<file path="config.mk">
export PLATFORM = sky130hd
export DESIGN_NAME = integer_to_ascii_radix_core
export DESIGN_NICKNAME = d
export VERILOG_FILES = /design/src/itoa_pkg.sv /design/src/itoa_front.sv /design/src/itoa_queue.sv /design/src/itoa_back.sv /design/src/integer_to_ascii_radix_core.sv
export VERILOG_INCLUDE_DIRS = /design/src /design/src/src
export SDC_FILE = /design/constraint.sdc
export NUM_CORES = 1
export LEC_CHECK = 0
export ABC_AREA = 0
export BUFFER_PORTS_ARGS = -buffer_cell sky130_fd_sc_hd__clkbuf_2
export CELL_PAD_IN_SITES_DETAIL_PLACEMENT = 1
export CELL_PAD_IN_SITES_GLOBAL_PLACEMENT = 2
export CORE_MARGIN = 3
export CORE_UTILIZATION = 39
export CTS_CLUSTER_DIAMETER = 100
export CTS_CLUSTER_SIZE = 20
export DETAILED_ROUTE_END_ITERATION = 7
export PLACE_DENSITY = 0.83
export SYNTH_ARGS = -nofsm -noshare
export SYNTH_HDL_FRONTEND = slang
export SYNTH_SLANG_ARGS = --single-unit
</file>
<file path="constraint.sdc">
create_clock -name clk -period 12.2 [get_ports clk]
set_input_delay 2.44 -clock clk [delete_from_list [all_inputs] [get_ports clk]]
set_output_delay 2.44 -clock clk [all_outputs]
set_load 0.05 [all_outputs]
</file>
<file path="src/integer_to_ascii_radix_core_defines.svh">
// Assertion macros for the integer to ASCII radix converter RTL, used by itoa_back.
// Plain text only; no dependencies.
`ifndef INTEGER_TO_ASCII_RADIX_CORE_DEFINES_SVH
`define INTEGER_TO_ASCII_RADIX_CORE_DEFINES_SVH

// Same-cycle implication, disabled during reset.
`define ITOA_ASSERT_IMPL(lbl, clk, rst_n, ante, cons, msg) \
    lbl: assert property (@(posedge clk) disable iff (!rst_n) (ante) |-> (cons)) \
        else $error(msg);

// Next-cycle implication, disabled during reset.
`define ITOA_ASSERT_NEXT(lbl, clk, rst_n, ante, cons, msg) \
    lbl: assert property (@(posedge clk) disable iff (!rst_n) (ante) |=> (cons)) \
        else $error(msg);

`endif

</file>
<file path="src/itoa_pkg.sv">
// Shared types, constants and the digit-to-character function.
// No dependencies.
`default_nettype none

package itoa_pkg;

    localparam int RADIX_W   = 5;
    localparam int DIGIT_W   = 4;
    localparam int CHAR_W    = 8;
    localparam int DIV_STEPS = 8;   // long-division bits per cycle

    localparam logic [RADIX_W-1:0] RADIX_MIN   = 5'd2;
    localparam logic [RADIX_W-1:0] RADIX_MAX   = 5'd16;
    localparam logic [RADIX_W-1:0] RADIX_RESET = 5'd10;

    localparam logic [CHAR_W-1:0]  CHAR_MINUS  = 8'h2D;
    localparam logic [CHAR_W-1:0]  CHAR_ZERO   = 8'h30;
    localparam logic [CHAR_W-1:0]  CHAR_ALPHA  = 8'h41;
    localparam logic [DIGIT_W-1:0] DEC_DIGITS  = 4'd10;

    typedef struct packed {
        logic neg;          // emit '-' before the digits
        logic single_zero;  // emit a lone '0' (zero value or unusable radix)
    } job_flags_t;

    function automatic logic [CHAR_W-1:0] digit_char(input logic [DIGIT_W-1:0] d);
        logic [CHAR_W-1:0] res;
        if (d < DEC_DIGITS)
        begin
            res = CHAR_ZERO + {{(CHAR_W-DIGIT_W){1'b0}}, d};
        end
        else
        begin
            res = CHAR_ALPHA + {{(CHAR_W-DIGIT_W){1'b0}}, d - DEC_DIGITS};
        end
        return res;
    endfunction

endpackage

`default_nettype wire

</file>
<file path="src/itoa_front.sv">
// Input side: accepts items and classifies them (sign, magnitude, lone zero).
// Depends on itoa_pkg.
`default_nettype none

module itoa_front import itoa_pkg::*; #(
    parameter int VALUE_WIDTH = 32,
    parameter int IN_W        = 40
) (
    input  wire logic [RADIX_W-1:0]     radix,
    input  wire logic                   s_tvalid,
    output logic                        s_tready,
    input  wire logic [IN_W-1:0]        s_tdata,   // value, is_signed
    input  wire logic                   q_full,
    output logic                        q_push,
    output logic [VALUE_WIDTH-1:0]      q_mag,
    output job_flags_t                  q_flags
);

    logic [VALUE_WIDTH-1:0] val;
    logic                   sgn;
    logic                   bad_radix;
    logic                   is_zero;
    logic                   neg;

    assign val       = s_tdata[VALUE_WIDTH-1:0];
    assign sgn       = s_tdata[VALUE_WIDTH];
    assign bad_radix = (radix < RADIX_MIN) || (radix > RADIX_MAX);
    assign is_zero   = (val == '0);
    assign neg       = sgn && val[VALUE_WIDTH-1];

    assign s_tready  = !q_full;
    assign q_push    = s_tvalid && !q_full;

    // Most negative value negates to itself, read unsigned that is 2^(W-1).
    assign q_mag               = neg ? (~val + 1'b1) : val;
    assign q_flags.single_zero = bad_radix || is_zero;
    assign q_flags.neg         = neg && !(bad_radix || is_zero);

endmodule

`default_nettype wire

</file>
<file path="src/itoa_queue.sv">
// Two-entry job queue between the front and the back.
// Depends on itoa_pkg only through its users.
`default_nettype none

module itoa_queue #(
    parameter int WIDTH = 34
) (
    input  wire logic             clk,
    input  wire logic             rst_n,
    input  wire logic             push,
    input  wire logic [WIDTH-1:0] push_data,
    output logic                  full,
    input  wire logic             pop,
    output logic [WIDTH-1:0]      pop_data,
    output logic                  empty
);

    logic [WIDTH-1:0] entry_reg [2];
    logic             wr_ptr_reg, wr_ptr_next;
    logic             rd_ptr_reg, rd_ptr_next;
    logic [1:0]       count_reg, count_next;

    assign full     = (count_reg == 2'd2);
    assign empty    = (count_reg == 2'd0);
    assign pop_data = entry_reg[rd_ptr_reg];

    always_comb
    begin
        wr_ptr_next = push ? !wr_ptr_reg : wr_ptr_reg;
        rd_ptr_next = pop  ? !rd_ptr_reg : rd_ptr_reg;
        count_next  = count_reg + {1'b0, push} - {1'b0, pop};
    end

    always_ff @(posedge clk or negedge rst_n)
    begin
        if (!rst_n)
        begin
            wr_ptr_reg <= 1'b0;
            rd_ptr_reg <= 1'b0;
            count_reg  <= 2'd0;
        end
        else
        begin
            wr_ptr_reg <= wr_ptr_next;
            rd_ptr_reg <= rd_ptr_next;
            count_reg  <= count_next;
        end
    end

    always_ff @(posedge clk)
    begin
        if (push)
        begin
            entry_reg[wr_ptr_reg] <= push_data;
        end
    end

endmodule

`default_nettype wire

</file>
<file path="src/itoa_back.sv">
// Output side: digit extraction by multi-bit long division, digit stack,
// reversed emission through a registered output. Depends on itoa_pkg and
// integer_to_ascii_radix_core_defines.svh.
`default_nettype none
`include "integer_to_ascii_radix_core_defines.svh"

module itoa_back import itoa_pkg::*; #(
    parameter int VALUE_WIDTH = 32
) (
    input  wire logic               clk,
    input  wire logic               rst_n,
    input  wire logic [RADIX_W-1:0] radix,
    input  wire logic               q_empty,
    output logic                    q_pop,
    input  wire logic [VALUE_WIDTH-1:0] q_mag,
    input  wire job_flags_t         q_flags,
    output logic                    m_tvalid,
    input  wire logic               m_tready,
    output logic [CHAR_W-1:0]       m_tdata,   // character
    output logic                    m_tlast
);

    localparam int AW = $clog2(VALUE_WIDTH);
    localparam int CW = $clog2(VALUE_WIDTH + 1);

    typedef enum logic [5:0] {
        S_IDLE = 6'b000001,
        S_ZERO = 6'b000010,
        S_SIGN = 6'b000100,
        S_DIV  = 6'b001000,
        S_RD   = 6'b010000,
        S_OUT  = 6'b100000
    } back_state_t;

    back_state_t            state_reg, state_next;
    logic [VALUE_WIDTH-1:0] dvd_reg, dvd_next;
    logic [DIGIT_W-1:0]     rem_reg, rem_next;
    logic [AW-1:0]          bit_cnt_reg, bit_cnt_next;
    logic [CW-1:0]          cnt_reg, cnt_next;
    logic [AW-1:0]          ptr_reg, ptr_next;
    logic [DIGIT_W-1:0]     rd_data_reg;
    logic                   m_tvalid_reg, m_tvalid_next;
    logic [CHAR_W-1:0]      m_tdata_reg;
    logic                   m_tlast_reg;

    logic [DIGIT_W-1:0]     digit_mem [VALUE_WIDTH];
    logic                   mem_we;
    logic                   mem_re;
    logic [AW-1:0]          mem_raddr;

    logic [DIGIT_W-1:0]     step_rem;
    logic [VALUE_WIDTH-1:0] step_quot;
    logic                   div_last;
    logic                   slot_free;
    logic                   out_load;
    logic [CHAR_W-1:0]      out_char;
    logic                   out_last;

    // Up to DIV_STEPS restoring-division bits per cycle; remainder stays below radix.
    always_comb
    begin
        logic [DIGIT_W-1:0]     r;
        logic [VALUE_WIDTH-1:0] d;
        logic [RADIX_W-1:0]     t;
        r = rem_reg;
        d = dvd_reg;
        t = '0;
        for (int i = 0; i < DIV_STEPS; i++)
        begin
            if (int'(bit_cnt_reg) + i < VALUE_WIDTH)
            begin
                t = {r, d[VALUE_WIDTH-1]};
                if (t >= radix)
                begin
                    t = t - radix;
                    d = {d[VALUE_WIDTH-2:0], 1'b1};
                end
                else
                begin
                    d = {d[VALUE_WIDTH-2:0], 1'b0};
                end
                r = t[DIGIT_W-1:0];
            end
        end
        step_rem  = r;
        step_quot = d;
    end

    assign div_last  = (int'(bit_cnt_reg) + DIV_STEPS >= VALUE_WIDTH);
    assign slot_free = !m_tvalid_reg || m_tready;

    always_comb
    begin
        state_next   = state_reg;
        dvd_next     = dvd_reg;
        rem_next     = rem_reg;
        bit_cnt_next = bit_cnt_reg;
        cnt_next     = cnt_reg;
        ptr_next     = ptr_reg;
        q_pop        = 1'b0;
        mem_we       = 1'b0;
        mem_re       = 1'b0;
        mem_raddr    = ptr_reg;
        out_load     = 1'b0;
        out_char     = CHAR_ZERO;
        out_last     = 1'b0;

        case (state_reg)
            S_IDLE:
            begin
                if (!q_empty)
                begin
                    q_pop        = 1'b1;
                    dvd_next     = q_mag;
                    rem_next     = '0;
                    bit_cnt_next = '0;
                    cnt_next     = '0;
                    if (q_flags.single_zero)
                        state_next = S_ZERO;
                    else if (q_flags.neg)
                        state_next = S_SIGN;
                    else
                        state_next = S_DIV;
                end
            end
            S_ZERO:
            begin
                if (slot_free)
                begin
                    out_load   = 1'b1;
                    out_char   = CHAR_ZERO;
                    out_last   = 1'b1;
                    state_next = S_IDLE;
                end
            end
            S_SIGN:
            begin
                if (slot_free)
                begin
                    out_load   = 1'b1;
                    out_char   = CHAR_MINUS;
                    state_next = S_DIV;
                end
            end
            S_DIV:
            begin
                dvd_next = step_quot;
                if (div_last)
                begin
                    mem_we       = 1'b1;
                    cnt_next     = cnt_reg + 1'b1;
                    rem_next     = '0;
                    bit_cnt_next = '0;
                    if (step_quot == '0)
                        state_next = S_RD;
                end
                else
                begin
                    rem_next     = step_rem;
                    bit_cnt_next = bit_cnt_reg + AW'(DIV_STEPS);
                end
            end
            S_RD:
            begin
                mem_re     = 1'b1;
                mem_raddr  = AW'(cnt_reg - 1'b1);
                ptr_next   = AW'(cnt_reg - 1'b1);
                state_next = S_OUT;
            end
            S_OUT:
            begin
                if (slot_free)
                begin
                    out_load = 1'b1;
                    out_char = digit_char(rd_data_reg);
                    out_last = (ptr_reg == '0);
                    if (ptr_reg == '0)
                    begin
                        state_next = S_IDLE;
                    end
                    else
                    begin
                        mem_re    = 1'b1;
                        mem_raddr = ptr_reg - 1'b1;
                        ptr_next  = ptr_reg - 1'b1;
                    end
                end
            end
            default:
            begin
                state_next = S_IDLE;
            end
        endcase

        m_tvalid_next = out_load ? 1'b1 : (m_tready ? 1'b0 : m_tvalid_reg);
    end

    always_ff @(posedge clk or negedge rst_n)
    begin
        if (!rst_n)
        begin
            state_reg    <= S_IDLE;
            bit_cnt_reg  <= '0;
            cnt_reg      <= '0;
            ptr_reg      <= '0;
            m_tvalid_reg <= 1'b0;
        end
        else
        begin
            state_reg    <= state_next;
            bit_cnt_reg  <= bit_cnt_next;
            cnt_reg      <= cnt_next;
            ptr_reg      <= ptr_next;
            m_tvalid_reg <= m_tvalid_next;
        end
    end

    always_ff @(posedge clk)
    begin
        dvd_reg <= dvd_next;
        rem_reg <= rem_next;
        if (out_load)
        begin
            m_tdata_reg <= out_char;
            m_tlast_reg <= out_last;
        end
    end

    // Digit stack, least significant digit at the bottom.
    always_ff @(posedge clk)
    begin
        if (mem_we)
        begin
            digit_mem[cnt_reg[AW-1:0]] <= step_rem;
        end
        if (mem_re)
        begin
            rd_data_reg <= digit_mem[mem_raddr];
        end
    end

    assign m_tvalid = m_tvalid_reg;
    assign m_tdata  = m_tdata_reg;
    assign m_tlast  = m_tlast_reg;

    `ITOA_ASSERT_IMPL(a_rem_below_radix, clk, rst_n, state_reg == S_DIV, {1'b0, rem_reg} < radix, "remainder not below radix")
    `ITOA_ASSERT_IMPL(a_no_overwrite, clk, rst_n, out_load, !m_tvalid_reg || m_tready, "output item overwritten while pending")
    `ITOA_ASSERT_IMPL(a_pop_nonempty, clk, rst_n, q_pop, !q_empty, "pop from empty queue")
    `ITOA_ASSERT_NEXT(a_div_to_read, clk, rst_n, (state_reg == S_DIV) && div_last && (step_quot == '0), (state_reg == S_RD) && (cnt_reg != '0), "division end not followed by stack read")

endmodule

`default_nettype wire

</file>
<file path="src/integer_to_ascii_radix_core.sv">
// Top level of the integer to ASCII radix converter: radix register,
// front, queue and back. Depends on itoa_pkg, itoa_front, itoa_queue, itoa_back.
//
// Usage:
//   s_tvalid/s_tready/s_tdata : one item per integer; s_tdata holds value in the
//     low VALUE_WIDTH bits and is_signed just above, zero padded to whole bytes.
//   m_tvalid/m_tready/m_tdata/m_tlast : one item per character, most significant
//     digit first, '-' leading for a negative signed value; m_tlast marks the
//     final character of each number. A zero value or a radix outside 2..16
//     gives a single '0'.
//   cfg_valid/cfg_ready/cfg_data : writes the radix (reset 10); cfg_ready is
//     always high. Write it only while no conversion is in flight.
// Operation: the back pops a job, emits a leading '-' for a negative value,
//   extracts each digit in turn in the long-division unit (8 bits per cycle),
//   reads the top of the digit stack, then emits one character per cycle while
//   the receiver is ready. One job is converted at a time.
// The two-entry queue lets the input side take up to two further items while
//   one is converted. A stalled receiver holds the output register and stalls
//   the back only when it must emit; the front keeps filling the queue.
// Reset clears the queue, the control state and the output valid, and sets the
//   radix to 10. No clearing pass is needed.
`default_nettype none

module integer_to_ascii_radix_core import itoa_pkg::*; #(
    parameter int VALUE_WIDTH = 32
) (
    input  wire logic                   clk,
    input  wire logic                   rst_n,
    input  wire logic                   s_tvalid,
    output logic                        s_tready,
    input  wire logic [((VALUE_WIDTH+8)/8)*8-1:0] s_tdata,  // value, is_signed
    output logic                        m_tvalid,
    input  wire logic                   m_tready,
    output logic [CHAR_W-1:0]           m_tdata,   // character
    output logic                        m_tlast,
    input  wire logic                   cfg_valid,
    output logic                        cfg_ready,
    input  wire logic [RADIX_W-1:0]     cfg_data   // radix
);

    localparam int IN_W = ((VALUE_WIDTH + 8) / 8) * 8;
    localparam int JOB_W = VALUE_WIDTH + $bits(job_flags_t);

    logic [RADIX_W-1:0]     radix_reg, radix_next;

    logic                   q_push;
    logic                   q_full;
    logic                   q_pop;
    logic                   q_empty;
    logic [VALUE_WIDTH-1:0] push_mag;
    job_flags_t             push_flags;
    logic [JOB_W-1:0]       pop_data;
    logic [VALUE_WIDTH-1:0] pop_mag;
    job_flags_t             pop_flags;

    // Radix register: always ready.
    assign cfg_ready  = 1'b1;
    assign radix_next = cfg_valid ? cfg_data : radix_reg;

    always_ff @(posedge clk or negedge rst_n)
    begin
        if (!rst_n)
        begin
            radix_reg <= RADIX_RESET;
        end
        else
        begin
            radix_reg <= radix_next;
        end
    end

    itoa_front #(
        .VALUE_WIDTH (VALUE_WIDTH),
        .IN_W        (IN_W)
    ) u_front (
        .radix    (radix_reg),
        .s_tvalid (s_tvalid),
        .s_tready (s_tready),
        .s_tdata  (s_tdata),
        .q_full   (q_full),
        .q_push   (q_push),
        .q_mag    (push_mag),
        .q_flags  (push_flags)
    );

    itoa_queue #(
        .WIDTH (JOB_W)
    ) u_queue (
        .clk       (clk),
        .rst_n     (rst_n),
        .push      (q_push),
        .push_data ({push_flags, push_mag}),
        .full      (q_full),
        .pop       (q_pop),
        .pop_data  (pop_data),
        .empty     (q_empty)
    );

    assign pop_mag   = pop_data[VALUE_WIDTH-1:0];
    assign pop_flags = job_flags_t'(pop_data[JOB_W-1:VALUE_WIDTH]);

    itoa_back #(
        .VALUE_WIDTH (VALUE_WIDTH)
    ) u_back (
        .clk      (clk),
        .rst_n    (rst_n),
        .radix    (radix_reg),
        .q_empty  (q_empty),
        .q_pop    (q_pop),
        .q_mag    (pop_mag),
        .q_flags  (pop_flags),
        .m_tvalid (m_tvalid),
        .m_tready (m_tready),
        .m_tdata  (m_tdata),
        .m_tlast  (m_tlast)
    );

endmodule

`default_nettype wire
</file>
# ---- Yosys cells after proc, flatten, opt, wreduce, memory -nomap -nowiden
# Memory sizes are Yosys's and may differ from the RTL's. A register that Yosys moved wholly into a read port is not among the register bits.
# Cells that the tools add are included.
dict set report classes {
  add_sub_neg 26
  order_cmp 20
  eq_ne 14
  n_mux 78
  bitwise_logic 1
  n_reduce_logical 21
}
# op n
set ops {}
lappend ops {{32-bit 2-to-1 mux} 10}
lappend ops {{32-bit by 7-bit < comparator with 1-bit output, second input constant} 7}
lappend ops {{4-bit 2-to-1 mux} 19}
lappend ops {{32-bit zero test} 2}
lappend ops {{32-bit case mux with 2 select lines} 1}
lappend ops {{6-bit 2-to-1 mux} 10}
lappend ops {{5-bit >= comparator} 8}
lappend ops {{6-bit case mux with 6 select lines} 1}
lappend ops {{32-bit by 1-bit adder with 32-bit output, second input constant} 1}
lappend ops {{32-bit by 7-bit >= comparator with 1-bit output, second input constant} 1}
lappend ops {{32-bit NOT} 1}
lappend ops {{4-bit subtractor} 8}
lappend ops {{5-bit 2-to-1 mux} 5}
lappend ops {{5-bit by 3-bit adder with 6-bit output, second input constant} 4}
lappend ops {{1-bit 2-to-1 mux} 23}
lappend ops {{5-bit case mux with 2 select lines} 2}
lappend ops {{8-bit 2-to-1 mux} 2}
lappend ops {{8-bit case mux with 2 select lines} 1}
lappend ops {{5-bit by 2-bit adder with 6-bit output, second input constant} 2}
lappend ops {{2-bit by 1-bit inequality test with 1-bit output, second input constant} 6}
lappend ops {{6-bit case mux with 2 select lines} 1}
lappend ops {{5-bit by 1-bit subtractor with 5-bit output, second input constant} 2}
lappend ops {{7-bit by 4-bit adder with 8-bit output, first input constant} 1}
lappend ops {{4-bit case mux with 2 select lines} 1}
lappend ops {{31 further kinds} 41}
dict set report word_totals {
  ff_bits 77
  mem_bits_rw 196
  n_memories 2
}
# name depth word_bits rd rd_ports_with_merged_regs write_ports line
set memory_table {}
lappend memory_table {u_back.digit_mem 32 4 1 1 1 itoa_back.sv:46} ;# logic [DIGIT_W-1:0] digit_mem [VALUE_WIDTH];
lappend memory_table {u_queue.entry_reg 2 34 1 0 1 itoa_queue.sv:18} ;# logic [WIDTH-1:0] entry_reg [2];

# ---- Logic depth before layout (Yosys ltp)
dict set report depth {
  word_depth 28
  depth_mapped 58
}

# ---- Hierarchy
# A second synthesis with hierarchy kept.
dict set report hier_totals {
  cells_unflattened 1150
  area_unflattened_um2 14211.1
}
# module instances cells_each area_each_um2
set by_module_without_submodules {}
lappend by_module_without_submodules {itoa_back 1 907 10433.8}
lappend by_module_without_submodules {itoa_queue 1 121 2801.4}
lappend by_module_without_submodules {itoa_front 1 110 780.7}
lappend by_module_without_submodules {integer_to_ascii_radix_core 1 12 195.2}

# ---- Worst setup path after synthesis
# OpenSTA, ideal clock, no wires.
dict set report synth_path {
  path_type {register to register}
  start {register radix_reg[1]}
  end {memory u_back.digit_mem[0][2] (data pin)}
  setup_ns 0.377
  arrival_ns 12.470
  path_slack_ns -0.646
  path_stages_with_launch 56
  n_path_buf 4
  synth_period_minus_slack_ns 12.846
  path_cell_list {dfstp_2 > inv_1 > ha_1 > a21o_1 > a21o_1 > a21o_1 > a21o_1 > clkbuf_1 > mux2i_1 > ha_1 > a21o_1 > a21o_1 > a21o_1 > a21o_1 > clkbuf_1 > mux2i_1 > ha_1 > a21o_1 > [20 not listed] > a21o_1 > a21o_1 > a21oi_1 > mux2_2 > inv_1 > ha_1 > a21o_1 > a21o_1 > a21o_1 > a21o_1 > mux2i_1 > ha_1 > a21o_1 > a21o_1 > a21o_1 > a21oi_1 > nor2_1 > a21oi_1}
}
dict set report synth_between {
  elab_chain_len 24
}
# element line
set synth_rtl {}
lappend synth_rtl {{from (decl)} integer_to_ascii_radix_core.sv:44} ;# logic [RADIX_W-1:0] radix_reg, radix_next;
lappend synth_rtl {{from (signal assigned)} integer_to_ascii_radix_core.sv:68} ;# radix_reg <= radix_next;
lappend synth_rtl {{4-bit subtractor / 5-bit >= comparator (equally long branches)} {itoa_back.sv:75, itoa_back.sv:73}}
lappend synth_rtl {{4-bit 2-to-1 mux} itoa_back.sv:73} ;# if (t >= radix)
lappend synth_rtl {{4-bit 2-to-1 mux} itoa_back.sv:70} ;# if (int'(bit_cnt_reg) + i < VALUE_WIDTH)
lappend synth_rtl {{4-bit subtractor / 5-bit >= comparator (equally long branches)} {itoa_back.sv:75, itoa_back.sv:73}}
lappend synth_rtl {{4-bit 2-to-1 mux} itoa_back.sv:73}
lappend synth_rtl {{4-bit 2-to-1 mux} itoa_back.sv:70}
lappend synth_rtl {{4-bit subtractor / 5-bit >= comparator (equally long branches)} {itoa_back.sv:75, itoa_back.sv:73}}
lappend synth_rtl {{4-bit 2-to-1 mux} itoa_back.sv:73}
lappend synth_rtl {{[9 not listed]} n/a}
lappend synth_rtl {{4-bit 2-to-1 mux} itoa_back.sv:70}
lappend synth_rtl {{5-bit >= comparator / 4-bit subtractor (equally long branches)} {itoa_back.sv:73, itoa_back.sv:75}}
lappend synth_rtl {{4-bit 2-to-1 mux} itoa_back.sv:73}
lappend synth_rtl {{4-bit 2-to-1 mux} itoa_back.sv:70}
lappend synth_rtl {{4-bit subtractor / 5-bit >= comparator (equally long branches)} {itoa_back.sv:75, itoa_back.sv:73}}
lappend synth_rtl {{4-bit 2-to-1 mux} itoa_back.sv:73}
lappend synth_rtl {{4-bit 2-to-1 mux *} itoa_back.sv:70}
lappend synth_rtl {{net u_back.step_rem[2]} itoa_back.sv:51} ;# logic [DIGIT_W-1:0] step_rem;
lappend synth_rtl {{to (decl)} itoa_back.sv:46}
# The timed path passes the listed nets; every way through them passes the cells marked *.

# ---- Worst setup path in the final report
dict set report layout_path {
  start {register radix_reg[1]}
  end {memory u_back.digit_mem[1][0] (data pin)}
}
dict set report layout_between {
  elab_chain_len 24
}
# element line
set layout_rtl {}
lappend layout_rtl {{4-bit subtractor / 5-bit >= comparator (equally long branches)} {itoa_back.sv:75, itoa_back.sv:73}}
lappend layout_rtl {{4-bit 2-to-1 mux} itoa_back.sv:73}
lappend layout_rtl {{4-bit 2-to-1 mux} itoa_back.sv:70}
lappend layout_rtl {{4-bit subtractor / 5-bit >= comparator (equally long branches)} {itoa_back.sv:75, itoa_back.sv:73}}
lappend layout_rtl {{4-bit 2-to-1 mux} itoa_back.sv:73}
lappend layout_rtl {{4-bit 2-to-1 mux} itoa_back.sv:70}
lappend layout_rtl {{4-bit subtractor / 5-bit >= comparator (equally long branches)} {itoa_back.sv:75, itoa_back.sv:73}}
lappend layout_rtl {{4-bit 2-to-1 mux} itoa_back.sv:73}
lappend layout_rtl {{[9 not listed]} n/a}
lappend layout_rtl {{4-bit 2-to-1 mux} itoa_back.sv:70}
lappend layout_rtl {{4-bit subtractor / 5-bit >= comparator (equally long branches)} {itoa_back.sv:75, itoa_back.sv:73}}
lappend layout_rtl {{4-bit 2-to-1 mux} itoa_back.sv:73}
lappend layout_rtl {{4-bit 2-to-1 mux} itoa_back.sv:70}
lappend layout_rtl {{5-bit >= comparator} itoa_back.sv:73}
lappend layout_rtl {{4-bit 2-to-1 mux} itoa_back.sv:73}
lappend layout_rtl {{4-bit 2-to-1 mux *} itoa_back.sv:70}
lappend layout_rtl {{net u_back.step_rem[0]} itoa_back.sv:51}
# Marked as above.

==> metrics.md <==
| Metric | Value |
|---|---|
| Slew Limit Headroom | 0.254 |
| Tcrit/Tclk final | 0.955 |
| Cells on Worst Hold Path | 1 |
| Setup crit start kind | register |
| Setup violators final | 0 |
| Ys Warns | 0 |
| Crit path top cell by count | a21o_1 |
| Yosys top cell by area | edfxtp_1 |
| Setup Crit Path Kind | register to register |
| Drt drc | 0 |
| Critical Path End Type | register |
| Clock buffer depth | 3 |
| GRT overflow | 0 |
| CORE AREA | between 30000 and 40000 sq um |
| Largest net degree at the start of global routing | between 60 and 70 |
| Area of the multi-input gates | 5280 sq um |
| Worst path max stage delay | 0.55 ns |
| Critical path required time | about 12 ns |
| Status | finished clean |
| Most common cell after layout, fill and taps aside | edfxtp_1 |
| TritonCTS clock tree | done |
| Number of flops mapped to enable cells by yosys | around 240 |
| Synth unique cells | 70 |
| Final Hold Viols | 0 |
| Asr flop ratio synth | 0.103 |
| Crit path max fanout | 16 |
| Worst R2R Start | radix_reg[1] |
| Synthesis-stage register bit count | 272 |
| Pre-Repair DR Iteration Count | 5 |
| Hold path start | u_queue.count_reg[0] |
| Final std cells w/o fill | between 1500 and 2000 |
| Fillers | between 3000 and 4000 |
| Post-DP HPWL | roughly 22 mm |
| R2R depth | 52 |
| Area contributors post-synth | edfxtp_1 (54%), mux2i_1 (5.0%), ha_1 (4.9%) |
| Inserted Clock Buffers | 17 |
| Routed WL | 32.2 mm |
| Met1 Resource Use GR | 0.246 |
| # diodes | 0 |
| Starting Density | 0.400 |
| Clock transition at the registers of the reported paths | about 0.09 ns |
| Slew Viols, Final | 0 |
| Final nets | around 1300 |
| Height of the die | 193 um |
| Dpl ws | around 0.065 ns |
| Max Cap Viol | 0 |
| Worst Max-Slew Pin Slew | about 1.1 ns |
| Sequential-to-total area share from yosys stat | 0.592 |
| DRT antenna net count | 0 |
| Reg area | approximately 8000 sq um |
| Worst Path Arrival | 11.90 ns |
| Syn Area/Cell | roughly 12 sq um |
| GPL Wtd Cong | 0.776 |
| Worst Hold Class | register to register |
| Via count | roughly 8900 |
| Min-Delay Endpoint | u_queue.count_reg[0] |
| Clk sinks | ~270 |
| Final Skew | around 0.028 ns |
| Post-route minimum period | 11.65 ns |
| Antenna violations before repair | 0 |
| Die area | 37100 sq um |
| Max Clock Freq | ~86 MHz |
| Port bufs | 52 |
| Synth Instances | around 1100 |
| Layout cell share with drive strength beyond 1 | 0.132 |
| H-tree depth | 1 |
| Placed cell count | 1597 |
| First-pass GRT wire length | 50.3 mm |
| Max FFs per register | ~130 |
| Die span in x | 193 um |
| Synth top area share | 0.540 |
| R2R Path End | u_back.digit_mem[1][0] |
| Vias in the first global route | just over 9000 |
| GRT Resource Usage Total | 0.172 |
| Synthesis-to-finish area growth | 11.1% |
| Synth Net Count | around 1200 |
| Root buf cell | clkbuf_16 |
| Met2 usage | 0.287 |
| GR Util met3 | 0.0203 |
| Setup ws final | between 0.5 and 0.6 ns |
| DR vias/cell | between 5 and 6 |
| R2R Setup Slk | 0.55 ns |
| GRT Max-Usage Layer | met2 |
| Most used DFF post-synth | edfxtp_1 |
| Slowest cell on crit path | dfstp_2 |
| Most frequent cells in the layout | edfxtp_1 (244), nand2_1 (149), nor2_1 (73) |
| Syn Std Cell Area | between 10000 and 15000 sq um |
| Initial DRC Count | 682 |
| Top-level I/O count | a little over 60 |
| DR WL/cell | between 15 and 20 um |
| Later-pin clock latency in the skew report | between 0.5 and 0.6 ns |
| Row count | between 60 and 70 |
[area by class of cell]
class | instances | share of cell area
Sequential cell | 272 | 0.533
Multi-Input combinational cell | 755 | 0.350
Tap cell | 448 | 0.0372
Timing Repair Buffer | 84 | 0.0368
Clock buffer | 23 | 0.0297
Inverter | 46 | 0.0116
Clock inverter | 3 | 0.00141
[cell usage after synthesis (9+ instances only)]
| cell | number |
|---|---|
| edfxtp_1 | 244 |
| nand2_1 | 149 |
| nor2_1 | 76 |
| mux2i_1 | 68 |
| ha_1 | 53 |
| o21ai_0 | 53 |
| inv_1 | 45 |
| a21o_1 | 39 |
| nand3_1 | 39 |
| a21oi_1 | 37 |
| xnor2_1 | 30 |
| clkbuf_1 | 29 |
| xor2_1 | 28 |
| dfrtp_1 | 25 |
| nand2b_1 | 16 |
| mux2_2 | 14 |
| nand4_1 | 14 |
| nor3_1 | 11 |
| a221oi_1 | 9 |
| a32oi_1 | 9 |
| nor4_1 | 9 |
[worst max-delay path, delay by kind of cell (launching register included)]
family / cells / cell delay [ns]
AOI/OAI and AO/OA: 33 / 6.38
and+or+nand+nor: 2 / 0.36
muxes: 5 / 1.49
adders and majority gates: 8 / 2.26
DFF: 1 / 0.55
buffers and inverters: 4 / 0.37
[metal layers]
metal / up-vias / part of all wire
met5: - / 0
met4: 0 / 0.014
met3: 31 / 0.046
met2: 193 / 0.47
met1: 4444 / 0.47
li1: 4201 / -
[kinds of logic (layout without fill, tap and decap cells)]
group	count (synthesis)	in the layout	synth area share
other	2	2	0.000553
muxes	83	84	0.0626
and+or+nand+nor	362	362	0.126
xor gates and xnor gates	58	58	0.0374
DFF	272	272	0.592
adders and majority gates	61	61	0.0607
buffers and inverters	93	156	0.0308
AOI/OAI and AO/OA	187	188	0.0904
[worst max path at each step]
stage	slack, ns	startpoint	to
after floorplan	0.04	radix_reg[1]	u_back.rem_reg[1]
after global placement	0.27	radix_reg[1]	u_back.digit_mem[13][3]
after detailed placement	0.07	radix_reg[1]	u_back.rem_reg[0]
after CTS	0.003	radix_reg[1]	u_back.rem_reg[0]
after global routing	-0.02	radix_reg[1]	u_back.digit_mem[1][0]
final	0.55	radix_reg[1]	u_back.digit_mem[1][0]
[through the flow]
step	TNS (ns)	util	hold WS (ns)	cell area, sq um
floorplan	0	-	0.461	13600
global placement	0	0.424	0.507	14400
detailed placement	0	0.424	0.520	14400
CTS	0	0.438	0.540	14900
global route	-0.316	0.444	0.563	15100
finish	0	0.444	0.539	15100
[repair_timing]
action,CTS,global route
setup endpoints to repair,10,134
gates resized for setup,1,19
hold buffers,0,0
pin swaps,0,3
buffers inserted,0,6
endpoints found under the hold margin,0,0
gates cloned,0,2
Power is left out: the tool's default activity adds up to more than one toggle a clock period on the data nets, which glitch-free logic cannot reach.
